==> src/sv/xrr_pkg.sv <==
`timescale 1ns / 1ps
// ----------------------------------------------------------------------------
// xrr_pkg: shared types and constants
// Generator seeds, configuration codes and the entry format that travels
// from the front part through the queue to the back part.
// ----------------------------------------------------------------------------
package xrr_pkg;

   localparam int WordBits  = 64;
   localparam int RangeBits = 32;
   localparam int DivSteps  = WordBits;

   localparam logic [WordBits-1:0] SEED_X = 64'd10596601668567;
   localparam logic [WordBits-1:0] SEED_Y = 64'd60441451194812;
   localparam logic [WordBits-1:0] SEED_Z = 64'd34516354845907;

   localparam int ShiftA = 16;
   localparam int ShiftB = 5;
   localparam int ShiftC = 1;

   // configuration register indexes
   localparam logic [1:0] CSR_MODE  = 2'd0;
   localparam logic [1:0] CSR_UPPER = 2'd1;
   localparam logic [1:0] CSR_LOW   = 2'd2;
   localparam logic [1:0] CSR_HIGH  = 2'd3;

   // reduce modes
   localparam logic [1:0] MODE_RAW   = 2'd0;
   localparam logic [1:0] MODE_MOD   = 2'd1;
   localparam logic [1:0] MODE_RANGE = 2'd2;

   typedef enum logic [2:0] {
      KIND_PASS,
      KIND_ZERO,
      KIND_MOD,
      KIND_RANGE,
      KIND_FAULT
   } kind_type;

   typedef struct packed {
      kind_type                kind;
      logic [WordBits-1:0]     raw;
      logic [WordBits-1:0]     divisor;
      logic [RangeBits-1:0]    low;
   } entry_type;

   typedef struct packed {
      logic      valid;
      entry_type entry;
   } push_type;

   typedef struct packed {
      logic full;
      logic empty;
   } qstat_type;

endpackage

==> src/sv/xrr_req_if.sv <==
`timescale 1ns / 1ps
// ----------------------------------------------------------------------------
// xrr_req_if: draw request channel
// Valid/ready channel carrying one draw request bit per beat.
// ----------------------------------------------------------------------------
interface xrr_req_if;
   logic valid;
   logic ready;
   logic draw;

   modport source (output valid, output draw, input ready);
   modport sink   (input valid, input draw, output ready);
endinterface

==> src/sv/xrr_rsp_if.sv <==
`timescale 1ns / 1ps
// ----------------------------------------------------------------------------
// xrr_rsp_if: draw result channel
// Valid/ready channel carrying the raw word, reduced value and range flag.
// ----------------------------------------------------------------------------
interface xrr_rsp_if;
   logic        valid;
   logic        ready;
   logic [63:0] raw_word;
   logic [63:0] reduced_value;
   logic        range_error;

   modport source (output valid, output raw_word, output reduced_value,
                   output range_error, input ready);
   modport sink   (input valid, input raw_word, input reduced_value,
                   input range_error, output ready);
endinterface

==> src/sv/xrr_front.sv <==
`timescale 1ns / 1ps
// ----------------------------------------------------------------------------
// xrr_front: generator and classifier
// Accepts draw beats, advances the xorshift96 state and pushes one entry
// per draw that tells the back part how to reduce the new word.
// ----------------------------------------------------------------------------
module xrr_front (
   input  logic                clock,
   input  logic                reset,
   xrr_req_if.sink             req_ch,
   input  logic [1:0]          mode,
   input  logic [63:0]         upper_bound,
   input  logic [31:0]         range_low,
   input  logic [31:0]         range_high,
   input  xrr_pkg::qstat_type  qstat,
   output xrr_pkg::push_type   push
);

   logic [63:0] x_ff, y_ff, z_ff;
   logic [63:0] x_in, y_in, z_in;
   logic [63:0] t1, t2, t3, new_z, span;
   logic        accept, take, bad_range;
   xrr_pkg::kind_type kind;

   assign req_ch.ready = !qstat.full;
   assign accept       = req_ch.valid && req_ch.ready;
   assign take         = accept && req_ch.draw;

   always_comb begin
      t1    = x_ff ^ (x_ff << xrr_pkg::ShiftA);
      t2    = t1 ^ (t1 >> xrr_pkg::ShiftB);
      t3    = t2 ^ (t2 << xrr_pkg::ShiftC);
      new_z = t3 ^ y_ff ^ z_ff;
   end

   always_comb begin
      x_in = x_ff;
      y_in = y_ff;
      z_in = z_ff;
      if (take) begin
         x_in = y_ff;
         y_in = z_ff;
         z_in = new_z;
      end
   end

   always_comb begin
      bad_range = $signed(range_high) < $signed(range_low);
      span      = {{32{range_high[31]}}, range_high}
                - {{32{range_low[31]}}, range_low} + 64'd1;
      unique case (mode)
         xrr_pkg::MODE_MOD: begin
            kind = (upper_bound == 64'd0) ? xrr_pkg::KIND_ZERO : xrr_pkg::KIND_MOD;
         end
         xrr_pkg::MODE_RANGE: begin
            kind = bad_range ? xrr_pkg::KIND_FAULT : xrr_pkg::KIND_RANGE;
         end
         default: begin
            kind = xrr_pkg::KIND_PASS;
         end
      endcase
   end

   always_comb begin
      push.valid         = take;
      push.entry.kind    = kind;
      push.entry.raw     = new_z;
      push.entry.divisor = (mode == xrr_pkg::MODE_RANGE) ? span : upper_bound;
      push.entry.low     = range_low;
   end

   always_ff @(posedge clock) begin
      if (reset) begin
         x_ff <= xrr_pkg::SEED_X;
         y_ff <= xrr_pkg::SEED_Y;
         z_ff <= xrr_pkg::SEED_Z;
      end else begin
         x_ff <= x_in;
         y_ff <= y_in;
         z_ff <= z_in;
      end
   end

endmodule

==> src/sv/xrr_queue.sv <==
`timescale 1ns / 1ps
// ----------------------------------------------------------------------------
// xrr_queue: entry queue
// Small FIFO between the front and back parts so each side stalls alone.
// ----------------------------------------------------------------------------
module xrr_queue #(
   parameter int Depth = 2
) (
   input  logic                clock,
   input  logic                reset,
   input  xrr_pkg::push_type   push,
   input  logic                pop,
   output xrr_pkg::qstat_type  qstat,
   output xrr_pkg::entry_type  head
);

   localparam int PtrBits = (Depth > 1) ? $clog2(Depth) : 1;
   localparam int CntBits = $clog2(Depth + 1);
   localparam logic [PtrBits-1:0] LastPtr = PtrBits'(Depth - 1);
   localparam logic [CntBits-1:0] FullCnt = CntBits'(Depth);

   xrr_pkg::entry_type    store_ff [Depth];
   logic [PtrBits-1:0]    wr_ff, wr_in, rd_ff, rd_in;
   logic [CntBits-1:0]    cnt_ff, cnt_in;
   logic                  do_push, do_pop;

   assign qstat.full  = (cnt_ff == FullCnt);
   assign qstat.empty = (cnt_ff == '0);
   assign head        = store_ff[rd_ff];
   assign do_push     = push.valid && !qstat.full;
   assign do_pop      = pop && !qstat.empty;

   always_comb begin
      wr_in  = wr_ff;
      rd_in  = rd_ff;
      cnt_in = cnt_ff;
      if (do_push) begin
         wr_in = (wr_ff == LastPtr) ? '0 : wr_ff + PtrBits'(1);
      end
      if (do_pop) begin
         rd_in = (rd_ff == LastPtr) ? '0 : rd_ff + PtrBits'(1);
      end
      if (do_push && !do_pop) begin
         cnt_in = cnt_ff + CntBits'(1);
      end else if (do_pop && !do_push) begin
         cnt_in = cnt_ff - CntBits'(1);
      end
   end

   always_ff @(posedge clock) begin
      if (do_push) begin
         store_ff[wr_ff] <= push.entry;
      end
   end

   always_ff @(posedge clock) begin
      if (reset) begin
         wr_ff  <= '0;
         rd_ff  <= '0;
         cnt_ff <= '0;
      end else begin
         wr_ff  <= wr_in;
         rd_ff  <= rd_in;
         cnt_ff <= cnt_in;
      end
   end

endmodule

==> src/sv/xrr_back.sv <==
`timescale 1ns / 1ps
// ----------------------------------------------------------------------------
// xrr_back: reduction engine
// Pops entries, runs a radix-2 restoring remainder over 64 steps where the
// entry needs one, and drives the registered result channel.
// ----------------------------------------------------------------------------
module xrr_back (
   input  logic                clock,
   input  logic                reset,
   input  xrr_pkg::qstat_type  qstat,
   input  xrr_pkg::entry_type  head,
   output logic                pop,
   xrr_rsp_if.source           rsp_ch
);

   localparam int CntBits = $clog2(xrr_pkg::DivSteps);
   localparam logic [CntBits-1:0] LastStep = CntBits'(xrr_pkg::DivSteps - 1);

   typedef enum logic [2:0] {
      S_IDLE = 3'b001,
      S_DIV  = 3'b010,
      S_DONE = 3'b100
   } state_type;

   state_type          state_ff, state_in;
   xrr_pkg::kind_type  kind_ff, kind_in;
   logic [63:0]        rem_ff, rem_in;
   logic [63:0]        dvd_ff, dvd_in;
   logic [63:0]        div_ff, div_in;
   logic [CntBits-1:0] cnt_ff, cnt_in;
   logic [63:0]        raw_ff, raw_in;
   logic [31:0]        low_ff, low_in;
   logic [63:0]        res_ff, res_in;
   logic               err_ff, err_in;
   logic               ov_ff, ov_in;
   logic [63:0]        oraw_ff, oraw_in, ored_ff, ored_in;
   logic               oerr_ff, oerr_in;

   logic [64:0]        rem_sh;
   logic [63:0]        rem_nx;
   logic [65:0]        diff;
   logic [31:0]        sum32;
   logic               out_free;

   assign rsp_ch.valid         = ov_ff;
   assign rsp_ch.raw_word      = oraw_ff;
   assign rsp_ch.reduced_value = ored_ff;
   assign rsp_ch.range_error   = oerr_ff;

   assign out_free = !ov_ff || rsp_ch.ready;
   assign pop      = (state_ff == S_IDLE) && !qstat.empty;

   // one restoring step; the partial remainder stays below the divisor
   always_comb begin
      rem_sh = {rem_ff, dvd_ff[63]};
      diff   = {1'b0, rem_sh} - {2'b00, div_ff};
      rem_nx = diff[65] ? rem_sh[63:0] : diff[63:0];
      sum32  = rem_nx[31:0] + low_ff;
   end

   always_comb begin
      state_in = state_ff;
      kind_in  = kind_ff;
      rem_in   = rem_ff;
      dvd_in   = dvd_ff;
      div_in   = div_ff;
      cnt_in   = cnt_ff;
      raw_in   = raw_ff;
      low_in   = low_ff;
      res_in   = res_ff;
      err_in   = err_ff;
      ov_in    = ov_ff;
      oraw_in  = oraw_ff;
      ored_in  = ored_ff;
      oerr_in  = oerr_ff;

      if (ov_ff && rsp_ch.ready) begin
         ov_in = 1'b0;
      end

      unique case (state_ff)
         S_IDLE: begin
            if (pop) begin
               kind_in = head.kind;
               raw_in  = head.raw;
               low_in  = head.low;
               div_in  = head.divisor;
               dvd_in  = head.raw;
               rem_in  = '0;
               cnt_in  = '0;
               err_in  = 1'b0;
               unique case (head.kind)
                  xrr_pkg::KIND_MOD, xrr_pkg::KIND_RANGE: begin
                     state_in = S_DIV;
                  end
                  xrr_pkg::KIND_ZERO: begin
                     res_in   = '0;
                     state_in = S_DONE;
                  end
                  xrr_pkg::KIND_FAULT: begin
                     res_in   = {{32{head.low[31]}}, head.low};
                     err_in   = 1'b1;
                     state_in = S_DONE;
                  end
                  default: begin
                     res_in   = head.raw;
                     state_in = S_DONE;
                  end
               endcase
            end
         end
         S_DIV: begin
            rem_in = rem_nx;
            dvd_in = {dvd_ff[62:0], 1'b0};
            cnt_in = cnt_ff + CntBits'(1);
            if (cnt_ff == LastStep) begin
               res_in   = (kind_ff == xrr_pkg::KIND_RANGE)
                        ? {{32{sum32[31]}}, sum32} : rem_nx;
               state_in = S_DONE;
            end
         end
         S_DONE: begin
            if (out_free) begin
               ov_in    = 1'b1;
               oraw_in  = raw_ff;
               ored_in  = res_ff;
               oerr_in  = err_ff;
               state_in = S_IDLE;
            end
         end
         default: begin
            state_in = S_IDLE;
         end
      endcase
   end

   always_ff @(posedge clock) begin
      kind_ff <= kind_in;
      rem_ff  <= rem_in;
      dvd_ff  <= dvd_in;
      div_ff  <= div_in;
      cnt_ff  <= cnt_in;
      raw_ff  <= raw_in;
      low_ff  <= low_in;
      res_ff  <= res_in;
      err_ff  <= err_in;
      oraw_ff <= oraw_in;
      ored_ff <= ored_in;
      oerr_ff <= oerr_in;
   end

   always_ff @(posedge clock) begin
      if (reset) begin
         state_ff <= S_IDLE;
         ov_ff    <= 1'b0;
      end else begin
         state_ff <= state_in;
         ov_ff    <= ov_in;
      end
   end

endmodule

==> src/sv/xorshift96_random_range_top.sv <==
`timescale 1ns / 1ps
// ----------------------------------------------------------------------------
// xorshift96_random_range_top: xorshift96 generator with range reduction
// Channel    Dir  Handshake     Payload
// req_ch     in   valid/ready   draw
// rsp_ch     out  valid/ready   raw_word, reduced_value, range_error
// csr_*      in   csr_we        csr_index, csr_wdata (write only)
//
// A mode 1 draw with a nonzero bound or a mode 2 draw with a valid range holds
// the back part through the pop, 64 remainder steps and the output load; other
// draws hold it for the pop and the output load only. The queue registers each
// entry before the pop, which comes only while the back part is idle; the front
// takes a beat every cycle while the queue has room. Reset restores seeds, config and control.
// A stalled result holds in the output register while the next one works.
// ----------------------------------------------------------------------------
module xorshift96_random_range_top #(
   parameter int QueueDepth = 2
) (
   input  logic        clock,
   input  logic        reset,
   xrr_req_if.sink     req_ch,
   xrr_rsp_if.source   rsp_ch,
   input  logic        csr_we,
   input  logic [1:0]  csr_index,
   input  logic [63:0] csr_wdata
);

   logic [1:0]  mode_ff;
   logic [63:0] upper_ff;
   logic [31:0] low_ff, high_ff;

   xrr_pkg::push_type  push;
   xrr_pkg::qstat_type qstat;
   xrr_pkg::entry_type head;
   logic               pop;

   always_ff @(posedge clock) begin
      if (reset) begin
         mode_ff  <= xrr_pkg::MODE_RAW;
         upper_ff <= '0;
         low_ff   <= '0;
         high_ff  <= '0;
      end else if (csr_we) begin
         unique case (csr_index)
            xrr_pkg::CSR_MODE:  mode_ff  <= csr_wdata[1:0];
            xrr_pkg::CSR_UPPER: upper_ff <= csr_wdata;
            xrr_pkg::CSR_LOW:   low_ff   <= csr_wdata[31:0];
            xrr_pkg::CSR_HIGH:  high_ff  <= csr_wdata[31:0];
            default: begin
            end
         endcase
      end
   end

   xrr_front u_front (
      .clock       (clock),
      .reset       (reset),
      .req_ch      (req_ch),
      .mode        (mode_ff),
      .upper_bound (upper_ff),
      .range_low   (low_ff),
      .range_high  (high_ff),
      .qstat       (qstat),
      .push        (push)
   );

   xrr_queue #(
      .Depth (QueueDepth)
   ) u_queue (
      .clock (clock),
      .reset (reset),
      .push  (push),
      .pop   (pop),
      .qstat (qstat),
      .head  (head)
   );

   xrr_back u_back (
      .clock  (clock),
      .reset  (reset),
      .qstat  (qstat),
      .head   (head),
      .pop    (pop),
      .rsp_ch (rsp_ch)
   );

endmodule

==> src/flat_wrapper.sv <==
// flat-port wrapper written by rule: the top's interface ports become plain ports
module xorshift96_random_range_top_flat 
#(
   parameter int QueueDepth = 2
)
  (clock, reset, csr_we, csr_index, csr_wdata, req_ch_valid, req_ch_draw, req_ch_ready, rsp_ch_valid, rsp_ch_raw_word, rsp_ch_reduced_value, rsp_ch_range_error, rsp_ch_ready);
  xrr_req_if req_ch_i ();
  xrr_rsp_if rsp_ch_i ();
  input  logic clock;
  input  logic reset;
  input  logic csr_we;
  input  logic [1:0] csr_index;
  input  logic [63:0] csr_wdata;
  input wire logic [$bits(req_ch_i.valid)-1:0] req_ch_valid;
  input wire logic [$bits(req_ch_i.draw)-1:0] req_ch_draw;
  output wire logic [$bits(req_ch_i.ready)-1:0] req_ch_ready;
  output wire logic [$bits(rsp_ch_i.valid)-1:0] rsp_ch_valid;
  output wire logic [$bits(rsp_ch_i.raw_word)-1:0] rsp_ch_raw_word;
  output wire logic [$bits(rsp_ch_i.reduced_value)-1:0] rsp_ch_reduced_value;
  output wire logic [$bits(rsp_ch_i.range_error)-1:0] rsp_ch_range_error;
  input wire logic [$bits(rsp_ch_i.ready)-1:0] rsp_ch_ready;
  assign req_ch_i.valid = req_ch_valid;
  assign req_ch_i.draw = req_ch_draw;
  assign req_ch_ready = req_ch_i.ready;
  assign rsp_ch_valid = rsp_ch_i.valid;
  assign rsp_ch_raw_word = rsp_ch_i.raw_word;
  assign rsp_ch_reduced_value = rsp_ch_i.reduced_value;
  assign rsp_ch_range_error = rsp_ch_i.range_error;
  assign rsp_ch_i.ready = rsp_ch_ready;
  xorshift96_random_range_top #(.QueueDepth(QueueDepth)) u_core (.clock(clock), .reset(reset), .req_ch(req_ch_i), .rsp_ch(rsp_ch_i), .csr_we(csr_we), .csr_index(csr_index), .csr_wdata(csr_wdata));
endmodule
==> config.mk <==
export PLATFORM = sky130hd
export DESIGN_NAME = xorshift96_random_range_top_flat
export DESIGN_NICKNAME = d
export VERILOG_FILES = /design/src/sv/xrr_pkg.sv /design/src/sv/xrr_req_if.sv /design/src/sv/xrr_rsp_if.sv /design/src/sv/xrr_front.sv /design/src/sv/xrr_queue.sv /design/src/sv/xrr_back.sv /design/src/sv/xorshift96_random_range_top.sv /design/src/flat_wrapper.sv
export SDC_FILE = /design/constraint.sdc
export NUM_CORES = 2
export LEC_CHECK = 0
export ABC_CLOCK_PERIOD_IN_PS = 8400
export BUFFER_PORTS_ARGS = -buffer_cell sky130_fd_sc_hd__buf_2
export CORE_ASPECT_RATIO = 0.5
export CORE_MARGIN = 10
export CORE_UTILIZATION = 56
export CTS_CLUSTER_SIZE = 12
export DETAILED_ROUTE_END_ITERATION = 6
export PLACE_DENSITY = 0.81
export SETUP_SLACK_MARGIN = 0.15
export SLEW_MARGIN = 25
export SYNTH_ARGS = -nofsm -noshare
export SYNTH_HDL_FRONTEND = slang
export SYNTH_SLANG_ARGS = --single-unit
==> constraint.sdc <==
create_clock -name clock -period 8.4 [get_ports clock]
set_input_delay 0.84 -clock clock [delete_from_list [all_inputs] [get_ports clock]]
set_output_delay 0.84 -clock clock [all_outputs]
set_load 0.02 [all_outputs]
**Yosys cells after proc, flatten, opt, wreduce, memory -nomap -nowiden**

Memories as Yosys holds them, arrays and structs flattened. A register that Yosys moved wholly into a read port is not among the register bits.
Index checks and enable logic that the tools add are counted.

- Word-level logic and storage cells: 121
- Output and inout port bits: 131
- Input port bits: 72
- Bits in writable memories: 326
- Register bits after elaboration: 821
- Memories kept: 1

Memories:

| memory | depth | width | rd ports | clocked after memory_dff | write ports | RTL line | source |
|---|---|---|---|---|---|---|---|
| u_core.u_queue.store_ff | 2 | 163 | 1 | 1 | 1 | xrr_queue.sv:22 | `xrr_pkg::entry_type store_ff [Depth];` |

- Multiplexer cells: 33
- Reduce and logical (&&, ||, !) cells: 29
- Equality and inequality tests: 19
- Bitwise logic cells: 5
- Add/sub/neg operators: 9
- Order comparisons: 1

Operators with widths:

| kind | count |
|---|---|
| $mux W64 | 7 |
| $pmux W64 S2 | 3 |
| $xor A64 B64 Y64 | 4 |
| $pmux W64 S3 | 1 |
| $sub A65 B64 Y66 | 1 |
| $logic_not A64 Y1 | 1 |
| $xor A64 B59 Y64 | 1 |
| $add A33 B2 Y34 const B | 1 |
| $sub A32 B32 Y33 | 1 |
| $add A32 B32 Y32 | 1 |
| $lt A32 B32 Y1 | 1 |
| $mux W3 | 5 |
| $reduce_and A2 Y1 | 7 |
| $eq A3 B2 Y1 const B | 4 |
| $pmux W6 S2 | 1 |
| $mux W1 | 10 |
| $pmux W3 S3 | 1 |
| $eq A2 B2 Y1 const B | 4 |
| $logic_and A1 B1 Y1 | 8 |
| $add A6 B1 Y6 const B | 1 |
| $eq A3 B1 Y1 const B | 2 |
| $eq A3 B3 Y1 const B | 2 |
| $eq A6 B6 Y1 const B | 1 |
| $mux W2 | 3 |
| 15 further kinds | 25 |

**Depth between registers and ports, before layout**

- Depth after elaboration: 9
- Mapped depth: 29
- Gate-level depth less buffers: 26

**By module**

A second synthesis with hierarchy kept.

- Cell total of the unflattened synthesis: 4803
- Area, all modules: 55134.1 um^2

Modules (own cells, without submodules):

| module | area an instance (um^2) | seq. area each (um^2) | instances | cells an instance |
|---|---|---|---|---|
| xrr_back | 23824.1 | 14824.2 | 1 | 2017 |
| xrr_front | 13708.1 | 3843.7 | 1 | 1761 |
| xrr_queue | 12251.8 | 9889.5 | 1 | 532 |
| xorshift96_random_range_top | 5350.1 | 2602.5 | 1 | 493 |

**Worst setup path after synthesis**

OpenSTA, ideal clock, no wires.

- Path kind: input -> register
- From: input req_ch_draw
- To: memory u_core.u_queue.store_ff[0][0] (netlist bit), enable pin
- Setup slack: -0.465 ns
- Cell stages on the path: 4
- Arrival: 8.176 ns
- Buffers on the path: 2
- Data required time: 7.711 ns
- Setup time: 0.689 ns
- Cells stage by stage: nand3_1 clkbuf_1 clkbuf_1 nor2_1

- Longest elaborated chain between the ends: 4

Ends and longest elaborated chain:

| element | RTL line | source |
|---|---|---|
| from (decl) | flat_wrapper.sv:15 | `input wire logic [$bits(req_ch_i.draw)-1:0] req_ch_draw;` |
| $logic_and A1 B1 Y1 | xrr_front.sv:27 | `assign take = accept && req_ch.draw;` |
| $logic_and A1 B1 Y1 | xrr_queue.sv:30 | `assign do_push = push.valid && !qstat.full;` |
| $mux W1 | xrr_queue.sv:51 | `if (do_push) begin` |
| $mux W1 (implied by the code) | xrr_queue.sv:52 | `store_ff[wr_ff] <= push.entry;` |
| to (decl) | xrr_queue.sv:22 |  |

Every way passes these cells.

**Final worst setup path**

- From: register u_core.u_back.rem_ff[45]
- To: register u_core.u_back.res_ff[60] (data pin)

- Longest elaborated chain between the ends: 6

Ends and longest elaborated chain:

| element | RTL line | source |
|---|---|---|
| from (decl) | xrr_back.sv:27 | `logic [63:0] rem_ff, rem_in;` |
| from (signal assigned) | xrr_back.sv:139 | `rem_ff <= rem_in;` |
| $sub A65 B64 Y66 | xrr_back.sv:56 | `diff = {1'b0, rem_sh} - {2'b00, div_ff};` |
| $mux W64 | xrr_back.sv:57 | `rem_nx = diff[65] ? rem_sh[63:0] : diff[63:0];` |
| named net u_core.u_back.rem_nx[17] | xrr_back.sv:40 | `logic [63:0] rem_nx;` |
| $add A32 B32 Y32 | xrr_back.sv:58 | `sum32 = rem_nx[31:0] + low_ff;` |
| $mux W64 | xrr_back.sv:118 | `? {{32{sum32[31]}}, sum32} : rem_nx;` |
| $mux W64 | xrr_back.sv:116 | `if (cnt_ff == LastStep) begin` |
| $pmux W64 S2 | xrr_back.sv:81 | `unique case (state_ff)` |
| named net u_core.u_back.res_in[60] | xrr_back.sv:33 | `logic [63:0] res_ff, res_in;` |
| to (signal assigned) | xrr_back.sv:145 | `res_ff <= res_in;` |
| to (decl) | xrr_back.sv:33 |  |

The timed path passes the listed nets, and every way through them passes these cells. The select of a mux whose other input is x is not followed.
A chain may end at the register's enable or synchronous reset.

==> run summary <==
LAYOUT
------------------------------------------------------------------------------------
Fill count ............................................................         6994
Final cell count without fillers ......................................         6242
Commonest non-fill, non-tap cell in the layout ........................     edfxtp_1
Commonest cells after routing, fill and taps aside .................... edfxtp_1, nand2_1, a21oi_1
Total Nets Final ......................................................         5165
Share of cells above drive strength 1 .................................        10.7%
Area added between synthesis and finish ...............................        9.91%
Final Instance Area ...................................................   0.0583 mm²

SYNTH
------------------------------------------------------------------------------------
Distinct cells, synth .................................................           86
Mux share of post-synthesis cell area .................................        4.31%
Adder and majority gate portion of the synthesized area ...............        4.67%
Post-Synthesis Cells ..................................................         4783
Cell Area, Synth ......................................................   0.0530 mm²
Post-synthesis compound-gate area fraction ............................        9.22%
Post-synthesis xor/xnor area fraction .................................        7.07%
Number of flops mapped to enable cells by yosys .......................          817
Ys Warns ..............................................................            0
Top flip-flop cell by instance count after synthesis ..................     edfxtp_1
Post-synthesis average cell area ......................................     11.1 µm²
Post-Synthesis Net Count ..............................................         5042
Share of flip-flops with an asynchronous set or reset after synthesis .           0%
Simple logic cell fraction of the synthesized area ....................        12.4%
Post-synthesis register bit count .....................................         1148
Register area share after synthesis ...................................        58.8%
Dominant combinational cell family by area after synthesis ............ simple AND/OR/NAND/NOR gates

PWR
------------------------------------------------------------------------------------
Power density normalized to cell area .................................   361 mW/mm²
Leakage power .........................................................      21.6 nW
Share of total power in combinational logic ...........................        39.5%
Share of total power consumed by net switching ........................        38.5%
Sequential share of power .............................................        39.1%
Net switching power ...................................................    0.00810 W
Maximum vdd ir drop ...................................................     0.248 mV
Clock share of power ..................................................        21.5%
Internal power component ..............................................     0.0129 W

FLOORPLANNING
------------------------------------------------------------------------------------
Initial cell density of the core ......................................        56.8%
Chip Width ............................................................       455 µm
Area enclosed by the die boundary .....................................    0.108 mm²
Total number of placement rows ........................................           79
Floorplan core area ...................................................   0.0934 mm²
Vertical die dimension ................................................       238 µm
Number of top-level pins ..............................................          203

PLACED DESIGN
------------------------------------------------------------------------------------
Routability cong. .....................................................        0.973
Place WS ..............................................................      1.27 ns
I/O Buffers ...........................................................          202
Number of placed cells counting well taps .............................         6049
Instance area at placement ............................................   0.0551 mm²
Detailed-placement wirelength estimate ................................     99900 µm

CLOCK NETWORK
------------------------------------------------------------------------------------
Maximum number of buffers from clock root to sink .....................            3
Setup fix buffers added after clock tree synthesis ....................            0
Latest clock arrival within the worst-skew pair .......................      0.74 ns
Clock tree root driver cell ...........................................    clkbuf_16
Number of sinks on the clock net ......................................         1148
Resize count post-CTS .................................................            0
Hold Buf Count CTS ....................................................            0
CTS HTree Levels ......................................................            3
Clock slew at reported path FFs .......................................      0.06 ns
Total CTS buffers .....................................................          107
Clock tree from TritonCTS .............................................         done

CRITICAL PATH
------------------------------------------------------------------------------------
Data arrival time at the worst-slack endpoint .........................      7.46 ns
Capturing point of the worst reg2reg path ............................. u_core.u_back.res_ff[60]$_DFFE_PP_
Depth of the worst register-to-register path ..........................           23
Nature of the critical path endpoint ..................................         flop
RR Startpoint ......................................................... u_core.u_back.rem_ff[45]$_SDFFCE_PN0P_
Largest fanout on the critical path ...................................           33
Startpoint-to-endpoint class of the critical path ..................... flop to flop
CP startpoint kind ....................................................         flop
Register-to-Register Setup Slack ......................................      1.31 ns
Required @ worst endpoint .............................................      8.78 ns

GLOBAL ROUTE
------------------------------------------------------------------------------------
Wire length of the first global-routing pass ..........................    212000 µm
Overall routing resource usage ........................................        25.3%
Number of global-route vias before repair .............................        35.5k
Largest net degree at the start of global routing .....................          173
Initial antenna violation count .......................................            5
Congestion Overflow GR ................................................            0

MIN PATH
------------------------------------------------------------------------------------
Hold path startpoint .................................................. csr_wdata[51]
Hold-critical path endpoint ........................................... u_core.upper_ff[51]$_SDFFE_PP0P_
Hold Crit Class ....................................................... input pin to flop
Hold Path Depth .......................................................            3

TIMING
------------------------------------------------------------------------------------
Number of max-slew violations in the final report .....................            0
Post-route fraction of the period consumed by the critical path .......        84.4%
Endpoints failing hold ................................................            0
Final setup violation count ...........................................            0
Shortest clock period the worst path allows after layout ..............      7.09 ns
Final-layout worst hold slack .........................................     0.375 ns
Setup total negative slack ............................................         0 ns
Remaining max-slew budget at the tightest pin .........................        28.3%
Top achievable clock speed ............................................    0.141 GHz
Worst Tran Pin Value ..................................................      1.07 ns
RSZ-0062 raised after global routing ..................................           no
Worst path setup slack after routing ..................................      1.31 ns
Clock skew after layout ...............................................    0.0535 ns

RUN
------------------------------------------------------------------------------------
Max capacitance violation total .......................................            0

ROUTING
------------------------------------------------------------------------------------
Total DRC errors in the routed layout .................................            0
Router iterations before antenna repair ...............................            7
First DRT Iteration DRCs ..............................................         4281
Routed Wire Length ....................................................    142000 µm
Number of antenna-violating nets in the routed design .................            0
Detailed-route wire length per cell ...................................      22.7 µm
Routed vias ...........................................................        36.8k
Average via count per standard cell ...................................         5.90

STATUS
------------------------------------------------------------------------------------
Outcome ............................................................... finished clean

==> power groups by stage <==
stage          Sequential (W)  Clock, W  Combinational (W)
3_5_place_dp          0.00832         0            0.00801
3_3_place_gp          0.00827         0            0.00780
4_1_cts               0.00821   0.00457            0.00809
2_1_floorplan         0.00831         0            0.00560
6_report              0.00822   0.00452            0.00830
5_1_grt               0.00829   0.00478            0.00892
==> critical path, stage by stage (launching register included) <==
cell and delay (ns):
edfxtp_1 0.43, ha_1 0.44, nand2_2 0.17, or3_1 0.44, or4_1 0.45, nor3_1 0.42
o21ai_1 0.13, nand2_1 0.13, or3_4 0.47, mux2i_1 0.29, inv_1 0.09, ha_1 0.35
o21ai_0 0.25, nor2_1 0.09, or3_1 0.39, a211o_1 0.28, a31oi_1 0.47, o211ai_1 0.18
o211ai_1 0.17, o21ai_0 0.17, nor2b_1 0.18, mux2i_4 0.43, buf_16 0.23, nand4_1 0.11
==> stage by stage <==
step                utilization [%]  power, W
floorplan                         -    0.0139
detailed placement             59.0    0.0163
CTS                            62.3    0.0209
global route                   62.4    0.0220
finish                         62.4    0.0210
global placement               59.0    0.0161
==> routing by layer <==
layer | share of wire (%) | GRT usage (%)
met1 | 40 | 33.5
met2 | 46 | 40.5
met3 | 10 | 6.54
met4 | 3.4 | 8.62
met5 | 0.019 | 0
==> cell families (layout without fill, tap and decap cells) <==
family,after synthesis,count (layout)
compound gates,821,821
mux,210,210
simple gates,1509,1509
fa+ha+maj,187,187
buf+inv,484,686
flops,1148,1148
xor+xnor,424,424
other cells,0,2
==> state kept, by name (all words and copies together) (netlist names), 64 cells and up, named ones only <==
register,cells
u_core.u_front.y_ff,64
u_core.u_front.x_ff,64
u_core.u_back.raw_ff,64
u_core.u_back.rem_ff,64
u_core.u_back.dvd_ff,64
u_core.u_back.rsp_ch.raw_word,64
u_core.u_front.z_ff,64
u_core.u_back.rsp_ch.reduced_value,64
u_core.u_back.res_ff,64
u_core.u_queue.store_ff,326
u_core.upper_ff,64
u_core.u_back.div_ff,64
==> final cells by class <==
class	count	area [µm²]	share of cell area, %
clock inverters	10	146	0.251
inverters	257	975	1.67
diodes	2	5.00	0.00859
flip-flops and latches	1148	31200	53.5
repair buffers	241	1390	2.38
well taps	1255	1570	2.69
clock buffers	178	2970	5.09
multi-input cells	3151	20100	34.4
==> cell usage after synthesis (all sizes together) (118+ instances only) <==
master | n | share of area (%)
edfxtp | 817 | 46
nand2 | 716 | 5.1
a21oi | 454 | 4.3
nor2 | 418 | 3.0
dfxtp | 331 | 12
xnor2 | 304 | 5.0
inv | 256 | 1.8
clkbuf | 178 | 1.3
ha | 169 | 4.0
mux2 | 127 | 2.7
o21ai | 118 | 1.1
xor2 | 118 | 1.9
==> worst max-delay path by stage <==
stage / from / endpoint / cells past startpoint
after detailed placement: u_core.u_back.rem_ff[45]$_SDFFCE_PN0P_ / u_core.u_back.res_ff[46]$_DFFE_PP_ / 22
after floorplan: u_core.u_back.state_ff[1]$_SDFFE_PP0P_ / u_core.u_back.res_ff[0]$_DFFE_PP_ / 5
after global placement: u_core.u_back.rem_ff[45]$_SDFFCE_PN0P_ / u_core.u_back.res_ff[49]$_DFFE_PP_ / 22
after global routing: u_core.u_back.rem_ff[41]$_SDFFCE_PN0P_ / u_core.u_back.res_ff[46]$_DFFE_PP_ / 23
after CTS: u_core.u_back.rem_ff[45]$_SDFFCE_PN0P_ / u_core.u_back.res_ff[60]$_DFFE_PP_ / 22
final: u_core.u_back.rem_ff[45]$_SDFFCE_PN0P_ / u_core.u_back.res_ff[60]$_DFFE_PP_ / 23
Note: power is estimated with default switching activity, not from simulation.
